--- src/mkpc_pkg.sv ---
// Shared types, constants and register indexes for the motor kickstart power control core.
// Has no dependencies; every other file of the block imports it.
`default_nettype none

package mkpc_pkg;

   localparam int LEVEL_W    = 8;
   localparam int KICK_W     = 13;
   localparam int RUN_W      = 31;
   localparam int CSR_IDX_W  = 3;
   localparam int CSR_DATA_W = 31;

   localparam logic [CSR_IDX_W-1:0] REG_MIN_POWER  = 3'd0;
   localparam logic [CSR_IDX_W-1:0] REG_MAX_POWER  = 3'd1;
   localparam logic [CSR_IDX_W-1:0] REG_KICK_POWER = 3'd2;
   localparam logic [CSR_IDX_W-1:0] REG_KICK_MS    = 3'd3;
   localparam logic [CSR_IDX_W-1:0] REG_MAX_RUN_MS = 3'd4;

   localparam logic MODE_REQUEST = 1'b0;
   localparam logic MODE_TICK    = 1'b1;

   localparam logic [LEVEL_W-1:0] MIN_POWER_RST  = 8'd1;
   localparam logic [LEVEL_W-1:0] MAX_POWER_RST  = 8'd255;
   localparam logic [LEVEL_W-1:0] KICK_POWER_RST = 8'd255;
   localparam logic [KICK_W-1:0]  KICK_MS_RST    = 13'd100;
   localparam logic [RUN_W-1:0]   MAX_RUN_MS_RST = 31'd300000;

   localparam logic [KICK_W-1:0] KICK_MAX = '1;
   localparam logic [RUN_W-1:0]  RUN_MAX  = '1;

   typedef struct packed {
      logic [LEVEL_W-1:0] min_power;
      logic [LEVEL_W-1:0] max_power;
      logic [LEVEL_W-1:0] kick_power;
      logic [KICK_W-1:0]  kick_duration_ms;
      logic [RUN_W-1:0]   max_run_ms;
   } cfg_type;

   typedef struct packed {
      logic               mode;
      logic [LEVEL_W-1:0] level;
   } stage_type;

endpackage

`default_nettype wire

--- src/mkpc_if.sv ---
// Valid/ready channel interfaces for requests and responses of the power control core.
// Depends on mkpc_pkg for field widths.
`default_nettype none

interface mkpc_req_if
   import mkpc_pkg::*;
   ();
   logic               valid;
   logic               ready;
   logic               mode;
   logic [LEVEL_W-1:0] request;

   modport source (output valid, output mode, output request, input ready);
   modport sink (input valid, input mode, input request, output ready);
endinterface

interface mkpc_rsp_if
   import mkpc_pkg::*;
   ();
   logic               valid;
   logic               ready;
   logic [LEVEL_W-1:0] drive_level;
   logic               drive_written;
   logic               locked_off;

   modport source (output valid, output drive_level, output drive_written, output locked_off,
                   input ready);
   modport sink (input valid, input drive_level, input drive_written, input locked_off,
                 output ready);
endinterface

`default_nettype wire

--- src/mkpc_csr.sv ---
// Configuration register file of the power control core, written through a plain write port.
// Depends on mkpc_pkg for the register indexes, reset values and the cfg_type struct.
`default_nettype none

module mkpc_csr
   import mkpc_pkg::*;
(
   input  wire logic                  clock,
   input  wire logic                  reset,
   input  wire logic                  wr_en,
   input  wire logic [CSR_IDX_W-1:0]  wr_index,
   input  wire logic [CSR_DATA_W-1:0] wr_data,
   output cfg_type                    cfg
);

   cfg_type cfg_ff;
   cfg_type cfg_in;

   always_comb begin
      cfg_in = cfg_ff;
      if (wr_en) begin
         unique case (wr_index)
            REG_MIN_POWER:  cfg_in.min_power        = wr_data[LEVEL_W-1:0];
            REG_MAX_POWER:  cfg_in.max_power        = wr_data[LEVEL_W-1:0];
            REG_KICK_POWER: cfg_in.kick_power       = wr_data[LEVEL_W-1:0];
            REG_KICK_MS:    cfg_in.kick_duration_ms = wr_data[KICK_W-1:0];
            REG_MAX_RUN_MS: cfg_in.max_run_ms       = wr_data[RUN_W-1:0];
            default:        cfg_in = cfg_ff;
         endcase
      end
   end

   always_ff @(posedge clock) begin
      if (reset) begin
         cfg_ff.min_power        <= MIN_POWER_RST;
         cfg_ff.max_power        <= MAX_POWER_RST;
         cfg_ff.kick_power       <= KICK_POWER_RST;
         cfg_ff.kick_duration_ms <= KICK_MS_RST;
         cfg_ff.max_run_ms       <= MAX_RUN_MS_RST;
      end else begin
         cfg_ff <= cfg_in;
      end
   end

   assign cfg = cfg_ff;

endmodule

`default_nettype wire

--- src/mkpc_map.sv ---
// Input register and request mapping stage: puts a nonzero request in min..max; 0 stays 0.
// Depends on mkpc_pkg and mkpc_req_if; feeds mkpc_ctrl through a stage_type register.
`default_nettype none

module mkpc_map
   import mkpc_pkg::*;
(
   input  wire logic   clock,
   input  wire logic   reset,
   input  wire cfg_type cfg,
   mkpc_req_if.sink    req_chan,
   output logic        out_valid,
   input  wire logic   out_ready,
   output stage_type   out_data
);

   logic               in_vld_ff;
   logic               in_mode_ff;
   logic [LEVEL_W-1:0] in_req_ff;
   logic               map_vld_ff;
   stage_type          map_data_ff;
   stage_type          map_data_in;

   logic               map_ready;
   logic               in_ready;
   logic [LEVEL_W-1:0] range;
   logic [2*LEVEL_W-1:0] product;
   logic [2*LEVEL_W:0]   scaled;
   logic [LEVEL_W-1:0] quotient;
   logic [LEVEL_W:0]   sum;
   logic [LEVEL_W-1:0] mapped;

   assign map_ready      = !map_vld_ff || out_ready;
   assign in_ready       = !in_vld_ff || map_ready;
   assign req_chan.ready = in_ready;

   // Division by 255 is exact here as (x + (x >> 8) + 1) >> 8 for x up to 255 * 255.
   always_comb begin
      range    = (cfg.max_power >= cfg.min_power) ? (cfg.max_power - cfg.min_power)
                                                  : (cfg.min_power - cfg.max_power);
      product  = range * in_req_ff;
      scaled   = {1'b0, product} + {{(LEVEL_W+1){1'b0}}, product[2*LEVEL_W-1:LEVEL_W]}
                 + {{(2*LEVEL_W){1'b0}}, 1'b1};
      quotient = scaled[2*LEVEL_W-1:LEVEL_W];
      sum      = {1'b0, cfg.min_power} + {1'b0, quotient};
      if (in_req_ff == '0) begin
         mapped = '0;
      end else if (sum < {1'b0, cfg.min_power}) begin
         mapped = cfg.min_power;
      end else if (sum > {1'b0, cfg.max_power}) begin
         mapped = cfg.max_power;
      end else begin
         mapped = sum[LEVEL_W-1:0];
      end
      map_data_in.mode  = in_mode_ff;
      map_data_in.level = mapped;
   end

   always_ff @(posedge clock) begin
      if (reset) begin
         in_vld_ff  <= 1'b0;
         map_vld_ff <= 1'b0;
      end else begin
         if (in_ready) begin
            in_vld_ff <= req_chan.valid;
         end
         if (map_ready) begin
            map_vld_ff <= in_vld_ff;
         end
      end
   end

   always_ff @(posedge clock) begin
      if (in_ready && req_chan.valid) begin
         in_mode_ff <= req_chan.mode;
         in_req_ff  <= req_chan.request;
      end
      if (map_ready && in_vld_ff) begin
         map_data_ff <= map_data_in;
      end
   end

   assign out_valid = map_vld_ff;
   assign out_data  = map_data_ff;

endmodule

`default_nettype wire

--- src/mkpc_ctrl.sv ---
// Motor state update: kick timer, run timer, lockout and the result register.
// Depends on mkpc_pkg and mkpc_rsp_if; takes mapped items from mkpc_map.
`default_nettype none

module mkpc_ctrl
   import mkpc_pkg::*;
(
   input  wire logic   clock,
   input  wire logic   reset,
   input  wire cfg_type cfg,
   input  wire logic   in_valid,
   output logic        in_ready,
   input  wire stage_type in_data,
   mkpc_rsp_if.source  rsp_chan
);

   logic [LEVEL_W-1:0] cur_level_ff, cur_level_in;
   logic [LEVEL_W-1:0] tgt_level_ff, tgt_level_in;
   logic               kick_ff, kick_in;
   logic               lock_ff, lock_in;
   logic [KICK_W-1:0]  kick_cnt_ff, kick_cnt_in;
   logic [RUN_W-1:0]   run_cnt_ff, run_cnt_in;
   logic               written_in;

   logic               rsp_vld_ff;
   logic [LEVEL_W-1:0] rsp_level_ff;
   logic               rsp_written_ff;
   logic               rsp_locked_ff;

   logic               xfer;
   logic [LEVEL_W-1:0] p;

   assign in_ready = !rsp_vld_ff || rsp_chan.ready;
   assign xfer     = in_valid && in_ready;
   assign p        = in_data.level;

   always_comb begin
      cur_level_in = cur_level_ff;
      tgt_level_in = tgt_level_ff;
      kick_in      = kick_ff;
      lock_in      = lock_ff;
      kick_cnt_in  = kick_cnt_ff;
      run_cnt_in   = run_cnt_ff;
      written_in   = 1'b0;
      if (in_data.mode == MODE_TICK) begin
         if (kick_in) begin
            if (kick_cnt_in != KICK_MAX) begin
               kick_cnt_in = kick_cnt_in + 1'b1;
            end
            if (kick_cnt_in >= cfg.kick_duration_ms) begin
               kick_in      = 1'b0;
               cur_level_in = tgt_level_in;
               written_in   = 1'b1;
            end
         end
         if (cur_level_in != '0 && cfg.max_run_ms != '0) begin
            if (run_cnt_in != RUN_MAX) begin
               run_cnt_in = run_cnt_in + 1'b1;
            end
            if (run_cnt_in >= cfg.max_run_ms) begin
               kick_in      = 1'b0;
               cur_level_in = '0;
               tgt_level_in = '0;
               lock_in      = 1'b1;
               written_in   = 1'b1;
            end
         end
      end else begin
         if (p == '0) begin
            lock_in = 1'b0;
         end
         if (!lock_in) begin
            if (cur_level_in == '0) begin
               if (p != '0) begin
                  run_cnt_in = '0;
                  if (cfg.kick_duration_ms != '0 && cfg.kick_power != '0 &&
                      p <= cfg.kick_power) begin
                     tgt_level_in = p;
                     if (!kick_in) begin
                        cur_level_in = cfg.kick_power;
                        kick_in      = 1'b1;
                        kick_cnt_in  = '0;
                        written_in   = 1'b1;
                     end
                  end else begin
                     cur_level_in = p;
                     tgt_level_in = p;
                     kick_in      = 1'b0;
                     written_in   = 1'b1;
                  end
               end
            end else if (kick_in) begin
               if (p != '0) begin
                  tgt_level_in = p;
               end else begin
                  kick_in      = 1'b0;
                  cur_level_in = '0;
                  tgt_level_in = '0;
                  written_in   = 1'b1;
               end
            end else if (p == '0) begin
               cur_level_in = '0;
               tgt_level_in = '0;
               written_in   = 1'b1;
            end else if (p != cur_level_in) begin
               cur_level_in = p;
               tgt_level_in = p;
               written_in   = 1'b1;
            end
         end
      end
   end

   always_ff @(posedge clock) begin
      if (reset) begin
         cur_level_ff <= '0;
         tgt_level_ff <= '0;
         kick_ff      <= 1'b0;
         lock_ff      <= 1'b0;
         kick_cnt_ff  <= '0;
         run_cnt_ff   <= '0;
         rsp_vld_ff   <= 1'b0;
      end else begin
         if (xfer) begin
            cur_level_ff <= cur_level_in;
            tgt_level_ff <= tgt_level_in;
            kick_ff      <= kick_in;
            lock_ff      <= lock_in;
            kick_cnt_ff  <= kick_cnt_in;
            run_cnt_ff   <= run_cnt_in;
         end
         if (in_ready) begin
            rsp_vld_ff <= in_valid;
         end
      end
   end

   always_ff @(posedge clock) begin
      if (xfer) begin
         rsp_level_ff   <= cur_level_in;
         rsp_written_ff <= written_in;
         rsp_locked_ff  <= lock_in;
      end
   end

   assign rsp_chan.valid         = rsp_vld_ff;
   assign rsp_chan.drive_level   = rsp_level_ff;
   assign rsp_chan.drive_written = rsp_written_ff;
   assign rsp_chan.locked_off    = rsp_locked_ff;

   // The motor is always off while the run-time lockout holds.
   assert property (@(posedge clock) disable iff (reset) lock_ff |-> (cur_level_ff == '0))
      else $error("lockout active with nonzero drive level");

   // A kick never runs while locked off.
   assert property (@(posedge clock) disable iff (reset) kick_ff |-> !lock_ff)
      else $error("kick active during lockout");

   // Any change of the drive level must be reported as a write.
   assert property (@(posedge clock) disable iff (reset)
                    (xfer && cur_level_in != cur_level_ff) |-> written_in)
      else $error("drive level changed without a write");

endmodule

`default_nettype wire

--- src/motor_kickstart_power_control_core.sv ---
// Top level of the motor kickstart power control core with run-time cutoff.
// Depends on mkpc_pkg, mkpc_if, mkpc_csr, mkpc_map and mkpc_ctrl.
//
//   Channel    Direction  Handshake           Contents
//   req_chan   in         valid/ready         mode, request
//   rsp_chan   out        valid/ready         drive_level, drive_written, locked_off
//   csr_*      in         csr_wr_en only      register index and write data
//
// One item is taken per cycle while rsp_chan is not stalled; each passes an input register,
// a mapping register (8x8 multiply and divide by 255) and the state update feeding the
// result register, in that order, before its response appears.
// Reset is synchronous and active high; it restores the register defaults and stops the motor.
// A stalled response holds its stage; with the earlier stages full, the stall reaches req_chan.ready in the same cycle.
`default_nettype none

module motor_kickstart_power_control_core
   import mkpc_pkg::*;
(
   input  wire logic                  clock,
   input  wire logic                  reset,
   mkpc_req_if.sink                   req_chan,
   mkpc_rsp_if.source                 rsp_chan,
   input  wire logic                  csr_wr_en,
   input  wire logic [CSR_IDX_W-1:0]  csr_index,
   input  wire logic [CSR_DATA_W-1:0] csr_wr_data
);

   cfg_type   cfg;
   logic      map_valid;
   logic      map_ready;
   stage_type map_data;

   mkpc_csr u_csr (
      .clock    (clock),
      .reset    (reset),
      .wr_en    (csr_wr_en),
      .wr_index (csr_index),
      .wr_data  (csr_wr_data),
      .cfg      (cfg)
   );

   mkpc_map u_map (
      .clock     (clock),
      .reset     (reset),
      .cfg       (cfg),
      .req_chan  (req_chan),
      .out_valid (map_valid),
      .out_ready (map_ready),
      .out_data  (map_data)
   );

   mkpc_ctrl u_ctrl (
      .clock    (clock),
      .reset    (reset),
      .cfg      (cfg),
      .in_valid (map_valid),
      .in_ready (map_ready),
      .in_data  (map_data),
      .rsp_chan (rsp_chan)
   );

endmodule

`default_nettype wire
--- src/flat_wrapper.sv ---
// flat-port wrapper written by rule: the top's interface ports become plain ports
module motor_kickstart_power_control_core_flat import mkpc_pkg::*;
  (clock, reset, csr_wr_en, csr_index, csr_wr_data, req_chan_valid, req_chan_mode, req_chan_request, req_chan_ready, rsp_chan_valid, rsp_chan_drive_level, rsp_chan_drive_written, rsp_chan_locked_off, rsp_chan_ready);
  mkpc_req_if req_chan_i ();
  mkpc_rsp_if rsp_chan_i ();
  input  wire logic clock;
  input  wire logic reset;
  input  wire logic csr_wr_en;
  input  wire logic [CSR_IDX_W-1:0] csr_index;
  input  wire logic [CSR_DATA_W-1:0] csr_wr_data;
  input wire logic [$bits(req_chan_i.valid)-1:0] req_chan_valid;
  input wire logic [$bits(req_chan_i.mode)-1:0] req_chan_mode;
  input wire logic [$bits(req_chan_i.request)-1:0] req_chan_request;
  output wire logic [$bits(req_chan_i.ready)-1:0] req_chan_ready;
  output wire logic [$bits(rsp_chan_i.valid)-1:0] rsp_chan_valid;
  output wire logic [$bits(rsp_chan_i.drive_level)-1:0] rsp_chan_drive_level;
  output wire logic [$bits(rsp_chan_i.drive_written)-1:0] rsp_chan_drive_written;
  output wire logic [$bits(rsp_chan_i.locked_off)-1:0] rsp_chan_locked_off;
  input wire logic [$bits(rsp_chan_i.ready)-1:0] rsp_chan_ready;
  assign req_chan_i.valid = req_chan_valid;
  assign req_chan_i.mode = req_chan_mode;
  assign req_chan_i.request = req_chan_request;
  assign req_chan_ready = req_chan_i.ready;
  assign rsp_chan_valid = rsp_chan_i.valid;
  assign rsp_chan_drive_level = rsp_chan_i.drive_level;
  assign rsp_chan_drive_written = rsp_chan_i.drive_written;
  assign rsp_chan_locked_off = rsp_chan_i.locked_off;
  assign rsp_chan_i.ready = rsp_chan_ready;
  motor_kickstart_power_control_core u_core (.clock(clock), .reset(reset), .req_chan(req_chan_i), .rsp_chan(rsp_chan_i), .csr_wr_en(csr_wr_en), .csr_index(csr_index), .csr_wr_data(csr_wr_data));
endmodule
--- config.mk ---
export PLATFORM = sky130hd
export DESIGN_NAME = motor_kickstart_power_control_core_flat
export DESIGN_NICKNAME = d
export VERILOG_FILES = /design/src/mkpc_pkg.sv /design/src/mkpc_if.sv /design/src/mkpc_csr.sv /design/src/mkpc_map.sv /design/src/mkpc_ctrl.sv /design/src/motor_kickstart_power_control_core.sv /design/src/flat_wrapper.sv
export SDC_FILE = /design/constraint.sdc
export NUM_CORES = 1
export LEC_CHECK = 0
export BUFFER_PORTS_ARGS = -buffer_cell sky130_fd_sc_hd__buf_2
export CAP_MARGIN = 20
export CELL_PAD_IN_SITES_DETAIL_PLACEMENT = 1
export CELL_PAD_IN_SITES_GLOBAL_PLACEMENT = 1
export CORE_ASPECT_RATIO = 1.4
export CORE_MARGIN = 10
export CORE_UTILIZATION = 53
export CTS_BUF_LIST = sky130_fd_sc_hd__clkbuf_4
export DETAILED_ROUTE_END_ITERATION = 10
export PLACE_DENSITY_LB_ADDON = 0.1
export SLEW_MARGIN = 5
export SYNTH_ARGS = -nofsm -noshare
export SYNTH_HDL_FRONTEND = slang
export SYNTH_SLANG_ARGS = --single-unit
--- constraint.sdc ---
create_clock -name clock -period 31.5 [get_ports clock]
set_input_delay 1.575 -clock clock [delete_from_list [all_inputs] [get_ports clock]]
set_output_delay 1.575 -clock clock [all_outputs]
set_load 0.02 [all_outputs]
Yosys cells after proc, flatten, opt, wreduce, memory -nomap -nowiden. Cells that the tools add are included. Widths: inputs -> output; s select.

Input bits: 48. Word-level logic and storage cells: 158. Output and inout bits: 12. Flip-flop bits (word level): 161.

Add/subtract/negate cells: 7. Mux-type cells: 76. $mul: 1. Equality and inequality tests: 13. Magnitude comparators: 6. Reductions and logical operators: 34.

Operators with widths (count): $mux 31 (8); $mux 8 (28); $mux 13 (10); $add 31x1->31 const B (1); $ge 31x31->1 (1); $ne 31x31->1 const B (1); $reduce_bool 31->1 (1); $mux 1 (30); $logic_not 8->1 (3); $reduce_bool 8->1 (3); $add 16x1->16 const B (1); $add 16x8->16 (1); $mul 8x8->16 (1); $sub 8x8->8 (2); $add 13x1->13 const B (1); $ge 13x13->1 (1); $ne 13x13->1 const B (1); $reduce_bool 13->1 (1); $reduce_and 2->1 (5); $add 8x8->9 (1); $gt 9x8->1 (1); $lt 9x8->1 (1); $ge 8x8->1 (1); $le 8x8->1 (1); 17 further kinds (32).

Logic depth before layout (Yosys ltp). Gate-level depths: netlist (run 1).

Depth in word-level cells: 16. Depth in mapped cells: 48. Depth with buffers taken out: 47.

By module. Synthesis (run 1) repeated with hierarchy kept, for this count alone.

Cells, all modules: 1590. Area, all modules: 13845.8 sq um.

By module, submodules not included: mkpc_ctrl (seq. area each 1561.5 sq um, times used 1, cells each 741, area an instance 6050.8 sq um); mkpc_map (seq. area each 580.6 sq um, times used 1, cells each 575, area an instance 4976.0 sq um); mkpc_csr (seq. area each 1361.3 sq um, times used 1, cells each 274, area an instance 2819.0 sq um).

Worst setup path after synthesis (run 1). No wires, ideal clock.

Path type: reg2reg. Start: reg u_core.u_csr.cfg_ff, in the netlist u_core.u_csr.cfg[52]. End: reg u_core.u_map.map_data_ff, in the netlist u_core.u_map.out_data[7], data pin. Path slack: 20.720 ns. Cell stages (with the launch flop): 44. Data required time: 31.326 ns. Data arrival time: 10.606 ns. Library setup time: 0.174 ns. Clock period less this slack: 10.780 ns. Buffers on the path: 0. Cells stage by stage: dfxtp_1 inv_1 ha_1 inv_1 fa_1 a21o_1 a2111oi_4 o21ai_2 mux2_2 nor2_1 o221ai_1 xnor2_2 and2_1 fa_1 fa_1 fa_1 inv_1 fa_1 (+8 left out) o2111ai_2 a21oi_1 xor2_1 ha_1 a21o_1 a21oi_1 o21bai_1 a2111oi_0 nor3_1 xor2_1 ha_1 nand2_1 nor3_1 o21bai_1 o31ai_1 nor2_1 nand2_1 a311oi_1.

Longest elaborated chain between the ends: 9. Elaborated cells on any way between the ends: 12. Classes of those cells: add/sub (5); mul (1); order compare (3); mux (3).

Ends and longest elaborated chain: start, declared (line mkpc_csr.sv:16) `cfg_type cfg_ff;`; start signal, assigned (line mkpc_csr.sv:41) `cfg_ff <= cfg_in;`; $sub 8x8->8 (tied with other cells) (line mkpc_map.sv:40) `: (cfg.min_power - cfg.max_power);`; $mux 8 (line mkpc_map.sv:39) `range = (cfg.max_power >= cfg.min_power) ? (cfg.max_power - cfg.min_power)`; $mul 8x8->16 (line mkpc_map.sv:41) `product = range * in_req_ff;`; $add 16x8->16 (line mkpc_map.sv:42) `scaled = {1'b0, product} + {{(LEVEL_W+1){1'b0}}, product[2*LEVEL_W-1:LEVEL_W]}`; $add 16x1->16 (line mkpc_map.sv:43) `+ {{(2*LEVEL_W){1'b0}}, 1'b1};`; $add 8x8->9 (line mkpc_map.sv:45) `sum = {1'b0, cfg.min_power} + {1'b0, quotient};`; $gt 9x8->1 (line mkpc_map.sv:50) `end else if (sum > {1'b0, cfg.max_power}) begin`; $mux 8 (line mkpc_map.sv:50); $mux 8 * (line mkpc_map.sv:48) `end else if (sum < {1'b0, cfg.min_power}) begin`; end signal, assigned (line mkpc_map.sv:79) `map_data_ff <= map_data_in;`; end, declared (line mkpc_map.sv:21) `stage_type map_data_ff;`.

Every way passes the cells marked *; elsewhere a longest branch is shown, timed or not. A chain may end at the register's enable or synchronous reset.

Final worst setup path (run 1).
Start: reg u_core.u_csr.cfg_ff, in the netlist u_core.u_csr.cfg[52]. End: reg u_core.u_map.map_data_ff, in the netlist u_core.u_map.out_data[0], data pin.

Same word-level chain as after synthesis.

==> results by group, run 1 <==
Timing
  • RSZ-0062 raised after global routing: no
  • Maximum clock rate: 0.08012 GHz
  • Normalized max-slew margin: 24.77%
  • Setup_tns: 0 ps
  • Worst setup margin: 19020 ps
  • Least-Margin Pin Slew: roughly 1100 ps
  • Final setup fails: 0
  • Clock Skews: roughly 37 ps
  • Final Critical Period: 12480 ps
  • Tcrit/Tclk final: 39.63%
  • Final hold violations: 0
  • Slew Limit Fails: 0

Global routing
  • Largest net degree at the start of global routing: just over 60
  • Vias in the first global route: 12440
  • GRT Overall Usage: between 20% and 30%
  • First-pass GRT wire length: 65320 um
  • Initial antenna violation count: 1
  • GRT overflow: 0

Yosys
  • Ys flop type: dfxtp_1
  • Yosys top cell area share: a little over 20%
  • Synth top cells by count: 191 x nand2_1, 140 x a21oi_1, 140 x inv_1, 134 x ha_1, 133 x dfxtp_1
  • Yosys warnings: 0
  • Post-synth top area cell: dfxtp_1
  • Register area share after synthesis: 26.76%
  • Async set-reset flop share out of synthesis: 0%
  • Synth top area cells: dfxtp_1 20%, ha_1 13%, edfxtp_1 6.4%
  • Post-synth EDFFs: 28
  • Yosys reg bits: 161
  • Most frequent cell after synthesis: nand2_1
  • Mapped Area: 0.01309 mm^2
  • Mapped Nets: 1778
  • Mapped Cells: 1557
  • Netlist cell types: 88
  • Synth Area per Inst: 8.409 um^2

Floorplanning
  • Die area: 0.03148 mm^2
  • Die span in x: between 150 and 200 um
  • I/O pin count: 60
  • Cell row count: 68
  • Core area: 0.02450 mm^2
  • Starting density of the core: 53.43%
  • Die height: 206.0 um

Clock network
  • Post-CTS Setup Bufs: 0
  • CTS resizes: 0
  • Post-CTS Hold Fix Bufs: 0
  • TritonCTS clock tree: done
  • Clk sinks: 161
  • Cts bufs inserted: 17
  • Longest Clk Path Bufs: 2
  • Clock latency on the worst-skew pair: ~620 ps
  • Root buffer cell: clkbuf_4
  • H-tree depth: 4
  • Worst-path clk slew: approximately 160 ps

Finish
  • Area occupied by multi-input gates: approximately 0.0088 mm^2
  • Layout cell share with drive strength beyond 1: 8.693%
  • Area Overhead vs Synth: 5.409%
  • Register area: 0.003503 mm^2
  • Fillers: 3006
  • Non-filler cells, final: 1915
  • NumNets Final: 1807

Routing
  • ANT nets after route: 0
  • 1st-iter DRT viols: 480
  • Vias/cell: between 6 and 7
  • Routed WL: roughly 40000 um
  • DRC Markers: 0
  • Detailed-route via count: 11740
  • Routed WL per cell: 21.08 um
  • First drt pass iteration count: 5

Placement
  • Placer congestion estimate: 0.9288
  • Port Buffers: 59
  • Post-DP HPWL: 32460 um
  • Dpl cells: roughly 1900
  • DP Worst Slack: about 19000 ps

Status
  • Status: finished clean

Worst hold path
  • Hold/Removal Path Class: reg2reg
  • Worst hold start: u_core.u_csr.cfg[40]

Worst setup path
  • CP bufs+invs: 4
  • Crit path max-delay family: compound AO/OA/AOI/OAI gates
  • Setup crit start kind: flop
  • Worst r2r src: u_core.u_csr.cfg[52]
  • Max FO, Critical Path: 8
  • Req. time, crit path: 31950 ps
  • CP Launch Point: u_core.u_csr.cfg[52]
  • CP Capture Type: flop
  • WS Path Type: reg2reg
  • Arrival @ worst endpoint: approximately 13000 ps
  • Critical Path Max Stage Delay: between 500 and 600 ps
  • Slowest CP cell: fa_1

Run
  • Number of max-cap violations: 0
[layout by cell type (no fill, tap or decap), drive strengths merged, types with 8 or more instances in the layout]
cell type | netlist | routed
a211o | 18 | 18
a211oi | 17 | 17
a21o | 21 | 21
a21oi | 142 | 142
a22o | 16 | 16
a22oi | 13 | 13
a311oi | 13 | 13
a31oi | 17 | 17
and2 | 33 | 33
buf | 13 | 67
clkbuf | 45 | 18
clkinv | 1 | 10
dfxtp | 133 | 133
edfxtp | 28 | 28
fa | 39 | 39
ha | 134 | 134
inv | 140 | 145
nand2 | 191 | 191
nand2b | 14 | 14
nand3 | 30 | 30
nand3b | 14 | 14
nand4 | 26 | 26
nor2 | 89 | 89
nor2b | 34 | 34
nor3 | 30 | 30
nor4 | 22 | 22
o211ai | 16 | 16
o21a | 16 | 16
o21ai | 47 | 47
o221ai | 10 | 10
or3 | 8 | 8
xnor2 | 50 | 50
xor2 | 27 | 27
[area by class of cell]
class / count / share of cell area [%]
Clock inverter: 15 / 0.7978
Multi-Input combinational cell: 1197 / 63.54
Clock buffer: 17 / 0.9248
Sequential cell: 161 / 25.39
Timing Repair Buffer: 68 / 2.647
Inverter: 141 / 3.835
Antenna cell: 1 / 0.01813
Tap cell: 315 / 2.856
[metal layers]
metal / vias to the layer above / share of wire, % / track usage (%)
li1: 5617 / - / -
met2: 229 / 55 / 50.31
met5: - / 0 / 0
met1: 5791 / 37 / 25.36
met4: 0 / 5.3 / 14.03
met3: 107 / 2.5 / 2.915
[tightest hold or removal path, delay by kind of cell, from the launching register on]
| kind | cells | cell delay (ps) |
|---|---|---|
| simple gates | 1 | 50 |
| compound gates | 1 | 50 |
| flops | 1 | 340 |
[final timing paths]
| check | endpoint | slack [ps] | cells after the start |
|---|---|---|---|
| worst max register to register | u_core.u_map.out_data[0] | 19020 | 43 |
| worst min register to register | u_core.u_csr.cfg[40] | 470 | 2 |
| worst max-delay path | u_core.u_map.out_data[0] | 19020 | 43 |
| worst min-delay path | u_core.u_csr.cfg[40] | 470 | 2 |
[metrics by stage]
step | hold WS (ps) | instance area [um^2] | util [%]
6_report | 474.0 | 13800 | 56.32
4_1_cts | 468.8 | 13780 | 56.25
5_1_grt | 486.5 | 13800 | 56.32
3_3_place_gp | 435.1 | 13550 | 55.28
2_1_floorplan | 400.3 | 13090 | -
3_5_place_dp | 450.1 | 13550 | 55.28
[sequential cells by signal (all words and copies together) (netlist names), 8 cells and up]
signal / flops
u_core.u_ctrl.tgt_level_ff: 8
u_core.u_map.out_data: 9
u_core.u_ctrl.cur_level_ff: 8
u_core.u_ctrl.rsp_chan.drive_level: 8
u_core.u_ctrl.run_cnt_ff: 31
u_core.u_map.in_req_ff: 8
u_core.u_ctrl.kick_cnt_ff: 13
u_core.u_csr.cfg: 68
[cells by family after synthesis]
kind of cell    synth area share [%]
flops                          26.76
mux                           0.6498
xor+xnor                       5.266
buf+inv                        6.317
fa+ha+maj                      18.86
compound gates                 21.30
simple gates                   20.85
Power of run 1 is left out: the tool's default activity adds up to more than one toggle a clock period on the data nets, which glitch-free logic cannot reach.
==> run 2: changes to the inputs <==
CORE_UTILIZATION = 49   (was 53)
clock period = 11.8 ns   (was 31.5 ns; I/O delays follow)
==> results by group, run 2 (same netlist as run 1, synthesis figures left out) <==
Timing
  • Maximum clock rate: 0.08900 GHz (was 0.08012 GHz)
  • Least-Margin Pin Slew: 976.5 ps (was 1124 ps)
  • Final hold violations: 0 (unchanged)
  • Clock Skews: 22.25 ps (was 37.35 ps)
  • Worst setup margin: 563.6 ps (was 19020 ps)
  • Final Critical Period: 11240 ps (was 12480 ps)
  • Normalized max-slew margin: 34.66% (was 24.77%)
  • Final setup fails: 0 (unchanged)
  • Slew Limit Fails: 0 (unchanged)
  • Tcrit/Tclk final: 95.22% (was 39.63%)

Placement
  • Dpl cells: 1904 (was 1880)
  • Post-DP HPWL: 31450 um (was 32460 um)
  • DP Worst Slack: -166.7 ps (was 19150 ps)
  • Placer congestion estimate: 0.9546 (was 0.9288)
  • Port Buffers: 59 (unchanged)
  • Placed cell area: 0.01367 mm^2 (was 0.01355 mm^2)

Clock network
  • H-tree depth: 4 (unchanged)
  • Worst-path clk slew: 150 ps (was 160 ps)
  • Clk sinks: 161 (unchanged)
  • Post-CTS Hold Fix Bufs: 0 (unchanged)
  • Longest Clk Path Bufs: 2 (unchanged)
  • TritonCTS clock tree: done (unchanged)
  • Clock latency on the worst-skew pair: 610 ps (was 620 ps)
  • Root buffer cell: clkbuf_4 (unchanged)
  • Cts bufs inserted: 17 (unchanged)

Finish
  • Most common cell after layout, fill and taps aside: nand2_1 (unchanged)
  • NumNets Final: 1829 (was 1807)
  • Area occupied by multi-input gates: 0.008889 mm^2 (was 0.008768 mm^2)
  • Layout cell share with drive strength beyond 1: 10.92% (was 8.693%)
  • Fillers: 3217 (was 3006)
  • Final instance area: 0.01426 mm^2 (was 0.01380 mm^2)
  • Non-filler cells, final: 1946 (was 1915)
  • Register area: 0.003503 mm^2 (unchanged)
  • Max FFs per register: 68 (unchanged)
  • Area Overhead vs Synth: 8.916% (was 5.409%)
  • Leading cell types in the layout, fill and taps excluded: 191 x nand2_1, 140 x inv_1, 138 x a21oi_1 (was 191 x nand2_1, 140 x a21oi_1, 140 x inv_1)

Worst setup path
  • Crit path max-delay family: adder cells (was compound AO/OA/AOI/OAI gates)
  • Req. time, crit path: 12150 ps (was 31950 ps)
  • CP bufs+invs: 6 (was 4)
  • Slowest CP cell: ha_1 (was fa_1)
  • CP Capture Type: flop (unchanged)
  • WS Path Type: reg2reg (unchanged)
  • Critical Path Max Stage Delay: 520 ps (was 560 ps)
  • Arrival @ worst endpoint: 11580 ps (was 12940 ps)
  • Setup crit start kind: flop (unchanged)
  • Max FO, Critical Path: 8 (unchanged)

Routing
  • 1st-iter DRT viols: 544 (was 480)
  • DRC Markers: 0 (unchanged)
  • Vias/cell: 6.071 (was 6.133)
  • Routed WL: 39990 um (was 40360 um)
  • First drt pass iteration count: 7 (was 5)
  • Routed WL per cell: 20.55 um (was 21.08 um)
  • Detailed-route via count: 11820 (was 11740)
  • ANT nets after route: 0 (unchanged)

Status
  • Status: finished clean (unchanged)

Floorplanning
  • I/O pin count: 60 (unchanged)
  • Starting density of the core: 49.83% (was 53.43%)
  • Die area: 0.03375 mm^2 (was 0.03148 mm^2)
  • Cell row count: 70 (was 68)
  • Die span in x: 158.2 um (was 152.8 um)
  • Core area: 0.02628 mm^2 (was 0.02450 mm^2)
  • Die height: 213.4 um (was 206.0 um)

Global routing
  • Initial antenna violation count: 1 (unchanged)
  • GRT Overall Usage: 23.93% (was 25.53%)
  • First-pass GRT wire length: 64680 um (was 65320 um)
  • Largest net degree at the start of global routing: 80 (was 61)
  • Vias in the first global route: 12620 (was 12440)
  • GRT overflow: 0 (unchanged)

Run
  • Number of max-cap violations: 0 (unchanged)

Worst hold path
  • Hold/Removal Path Class: in2reg (was reg2reg)
[run 2: cell types whose count changed in the layout (fill, tap and decap cells not counted), moves of 3 or more]
| cell | delta |
|---|---|
| clkinv_2 | -3 |
| ha_2 | +3 |
| ha_1 | -3 |
| bufinv_16 | +7 |
| o21ai_0 | -3 |
| buf_4 | +22 |
| o21ai_1 | +3 |
| inv_6 | -3 |
[run 2: metrics by stage]
| step | utilization (%) | hold WS (ps) | setup TNS (ps) |
|---|---|---|---|
| floorplan | - | 400.3 | 0 |
| global placement | 52.02 | 406.6 | 0 |
| detailed placement | 52.02 | 406.1 | -1126 |
| CTS | 53.67 | 115.9 | 0 |
| global route | 54.27 | 112.9 | -275.8 |
| finish | 54.27 | 143.1 | 0 |
[run 2: timing repair]
action / in CTS / in global routing
setup buffers: 2 / 5
gates resized for setup: 3 / 21
cloned: 0 / 0
pin swaps: 1 / 6
setup endpoints to repair: 8 / 8
[run 2: final timing paths]
path	start	endpoint	slack (ps)	cells past startpoint
max	u_core.u_csr.cfg[55]	u_core.u_map.out_data[1]	560	46
min	req_chan_request[1]	u_core.u_map.in_req_ff[1]	140	1
max reg2reg	u_core.u_csr.cfg[55]	u_core.u_map.out_data[1]	560	46
min reg2reg	u_core.u_map.in_mode_ff	u_core.u_map.out_data[8]	440	0
[run 2: layout make-up]
cell class,instances,area share [%]
flip-flops and latches,161,24.57
well taps,324,2.843
repair buffers,90,3.720
clock buffers,19,1.000
diodes,1,0.01755
inverters,141,3.712
multi-input cells,1197,62.33
clock inverters,13,1.807
[run 2: worst register-to-register path, delay by kind of cell, from the launching register on]
family                   cells  cell delay, ps
AO/OA/AOI/OAI               16            3100
XOR/XNOR                     4             970
adder cells (fa/ha/maj)     10            4140
buffers and inverters        6             770
flip-flops                   1             390
multiplexers                 1             410
AND/OR/NAND/NOR              9            1240
[run 2: layer usage]
metal | vias to the layer above | part of all wire, % | track usage [%]
met4 | 0 | 4.1 | 10.63
met3 | 88 | 2.5 | 2.888
met5 | - | 0 | 0
met2 | 217 | 53 | 44.38
met1 | 5843 | 40 | 26.55
li1 | 5667 | - | -
Power of run 2 is left out for the same reason.
==> run 3: changes to the inputs <==
PLACE_DENSITY = 0.89   (was unset)
PLACE_DENSITY_LB_ADDON = unset   (was 0.1)
clock period = 10.8 ns   (was 11.8 ns; I/O delays follow)
==> results by group, run 3 (same netlist as run 1, synthesis figures left out) <==
Routing
  • First drt pass iteration count: 5 (was 7)
  • ANT nets after route: 0 (unchanged)
  • DRC Markers: 0 (unchanged)
  • Detailed-route via count: 12530 (was 11820)
  • Routed WL per cell: 22.79 um (was 20.55 um)
  • 1st-iter DRT viols: 712 (was 544)
  • Vias/cell: 6.285 (was 6.071)
  • Routed WL: 45420 um (was 39990 um)

Timing
  • Final hold violations: 0 (unchanged)
  • Clock Skews: 25.16 ps (was 22.25 ps)
  • Worst setup margin: -186.3 ps (was 563.6 ps)
  • Maximum clock rate: 0.09102 GHz (was 0.08900 GHz)
  • Slew Limit Fails: 0 (unchanged)
  • RSZ-0062 raised after global routing: yes
  • Tcrit/Tclk final: 101.7% (was 95.22%)
  • Normalized max-slew margin: 36.96% (was 34.66%)
  • Least-Margin Pin Slew: 944.6 ps (was 976.5 ps)
  • Final setup fails: 8 (was 0)
  • Final Critical Period: 10990 ps (was 11240 ps)

Clock network
  • H-tree depth: 4 (unchanged)
  • Longest Clk Path Bufs: 2 (unchanged)
  • Root buffer cell: clkbuf_4 (unchanged)
  • Post-CTS Hold Fix Bufs: 0 (unchanged)
  • Clock latency on the worst-skew pair: 630 ps (was 610 ps)
  • Clk sinks: 161 (unchanged)
  • Worst-path clk slew: 150 ps (about the same)
  • TritonCTS clock tree: done (unchanged)
  • Cts bufs inserted: 17 (unchanged)

Worst hold path
  • Min-Delay Endpoint: u_core.u_map.in_req_ff[6] (was u_core.u_map.in_req_ff[1])
  • Worst hold start: req_chan_request[6] (was req_chan_request[1])
  • Hold/Removal Path Class: in2reg (unchanged)
  • Hold depth: 1 (unchanged)

Status
  • Status: finished, violations left (was finished clean)
  • Failing checks: negative setup slack

Worst setup path
  • CP Capture Type: flop (unchanged)
  • Worst r2r src: u_core.u_csr.cfg[52] (was u_core.u_csr.cfg[55])
  • R2r setup slk: -190 ps (was 560 ps)
  • Req. time, crit path: 11150 ps (was 12150 ps)
  • Arrival @ worst endpoint: 11340 ps (was 11580 ps)
  • WS Path Type: reg2reg (unchanged)
  • Setup crit start kind: flop (unchanged)
  • Worst R2R End: u_core.u_map.out_data[2] (was u_core.u_map.out_data[1])
  • R2r worst-path depth: 45 (was 46)
  • CP most frequent cell: fa_1
  • Critical Path Max Stage Delay: 610 ps (was 520 ps)
  • CP bufs+invs: 10 (was 6)
  • Slowest CP cell: fa_1 (was ha_1)
  • Max FO, Critical Path: 8 (unchanged)
  • Crit path max-delay family: adder cells (unchanged)

Placement
  • Port Buffers: 59 (unchanged)
  • Placer congestion estimate: 0.9330 (was 0.9546)
  • Placed cell area: 0.01390 mm^2 (was 0.01367 mm^2)
  • Post-DP HPWL: 32800 um (was 31450 um)

Finish
  • Leading cell types in the layout, fill and taps excluded: 189 x nand2_1, 135 x inv_1, 131 x dfxtp_1 (was 191 x nand2_1, 140 x inv_1, 138 x a21oi_1)
  • Fillers: 3169 (was 3217)
  • NumNets Final: 1876 (was 1829)
  • Max FFs per register: 68 (unchanged)
  • Area Overhead vs Synth: 13.47% (was 8.916%)
  • Most common cell after layout, fill and taps aside: nand2_1 (unchanged)
  • Layout cell share with drive strength beyond 1: 16.55% (was 10.92%)
  • Final instance area: 0.01486 mm^2 (was 0.01426 mm^2)

Floorplanning
  • Die height: 213.4 um (unchanged)
  • Cell row count: 70 (unchanged)
  • I/O pin count: 60 (unchanged)
  • Core area: 0.02628 mm^2 (unchanged)
  • Starting density of the core: 49.83% (unchanged)
  • Die area: 0.03375 mm^2 (unchanged)
  • Die span in x: 158.2 um (unchanged)

Global routing
  • Largest net degree at the start of global routing: 71 (was 80)
  • GRT Overall Usage: 24.69% (was 23.93%)
  • GRT overflow: 0 (unchanged)
  • First-pass GRT wire length: 66560 um (was 64680 um)
  • Initial antenna violation count: 2 (was 1)
  • Vias in the first global route: 12880 (was 12620)

Run
  • Number of max-cap violations: 0 (unchanged)
==> run 3: changes by cell type in the layout (fill, tap and decap cells not counted), moves of 5 or more <==
cell | previous run | this run
inv_1 | 140 | 135
ha_1 | 131 | 126
a21oi_2 | 3 | 16
ha_4 | 0 | 5
bufinv_16 | 7 | 2
buf_4 | 31 | 73
a21oi_1 | 138 | 124
==> run 3: timing repair <==
action / in CTS / in global routing
endpoints found under the setup margin: 8 / 8
endpoints found under the hold margin: 0 / 0
gates resized for setup: 16 / 86
setup buffers: 7 / 18
pin swaps: 10 / 64
==> run 3: metal layers <==
metal / share of wire [%] / track usage (%) / vias up
li1: - / - / 5736
met1: 37 / 25.71 / 6215
met2: 53 / 46.16 / 384
met3: 4.3 / 3.409 / 189
met4: 6.4 / 13.90 / 2
met5: 0.040 / 0 / -
==> run 3: through the flow <==
stage / cells / TNS (ps) / setup slack [ps] / utilization [%] / hold slack [ps]
2_1_floorplan: 1557 / 0 / 19.63 / - / 400.3
3_3_place_gp: 1931 / -439.8 / -72.55 / 52.80 / 404.3
3_5_place_dp: 1932 / -5589 / -725.7 / 52.90 / 420.6
4_1_cts: 1971 / 0 / 50.53 / 54.42 / 39.11
5_1_grt: 1993 / -3997 / -539.4 / 56.54 / 44.12
6_report: 1993 / -1091 / -186.3 / 56.54 / 71.87
==> run 3: cell type report <==
class                           instances  area [um^2]  share of cell area [%]
Antenna cell                            1        2.502                 0.01684
Clock buffer                           20        150.1                   1.011
Clock inverter                         12        118.9                  0.8001
Inverter                              141        531.8                   3.580
Multi-Input combinational cell       1197         9215                   62.03
Sequential cell                       161         3506                   23.60
Tap cell                              324        405.4                   2.729
Timing Repair Buffer                  137        925.9                   6.233
==> run 3: worst max-delay path by stage <==
stage                         startpoint                  endpoint  slack [ps]  depth (start not counted)
floorplan           u_core.u_csr.cfg[52]  u_core.u_map.out_data[7]          20                         43
global placement    u_core.u_csr.cfg[52]  u_core.u_map.out_data[0]         -70                         45
detailed placement  u_core.u_csr.cfg[52]  u_core.u_map.out_data[3]        -730                         43
CTS                 u_core.u_csr.cfg[52]  u_core.u_map.out_data[5]          50                         44
global route        u_core.u_csr.cfg[52]  u_core.u_map.out_data[2]        -540                         45
finish              u_core.u_csr.cfg[52]  u_core.u_map.out_data[2]        -190                         45
Power of run 3 is left out for the same reason.
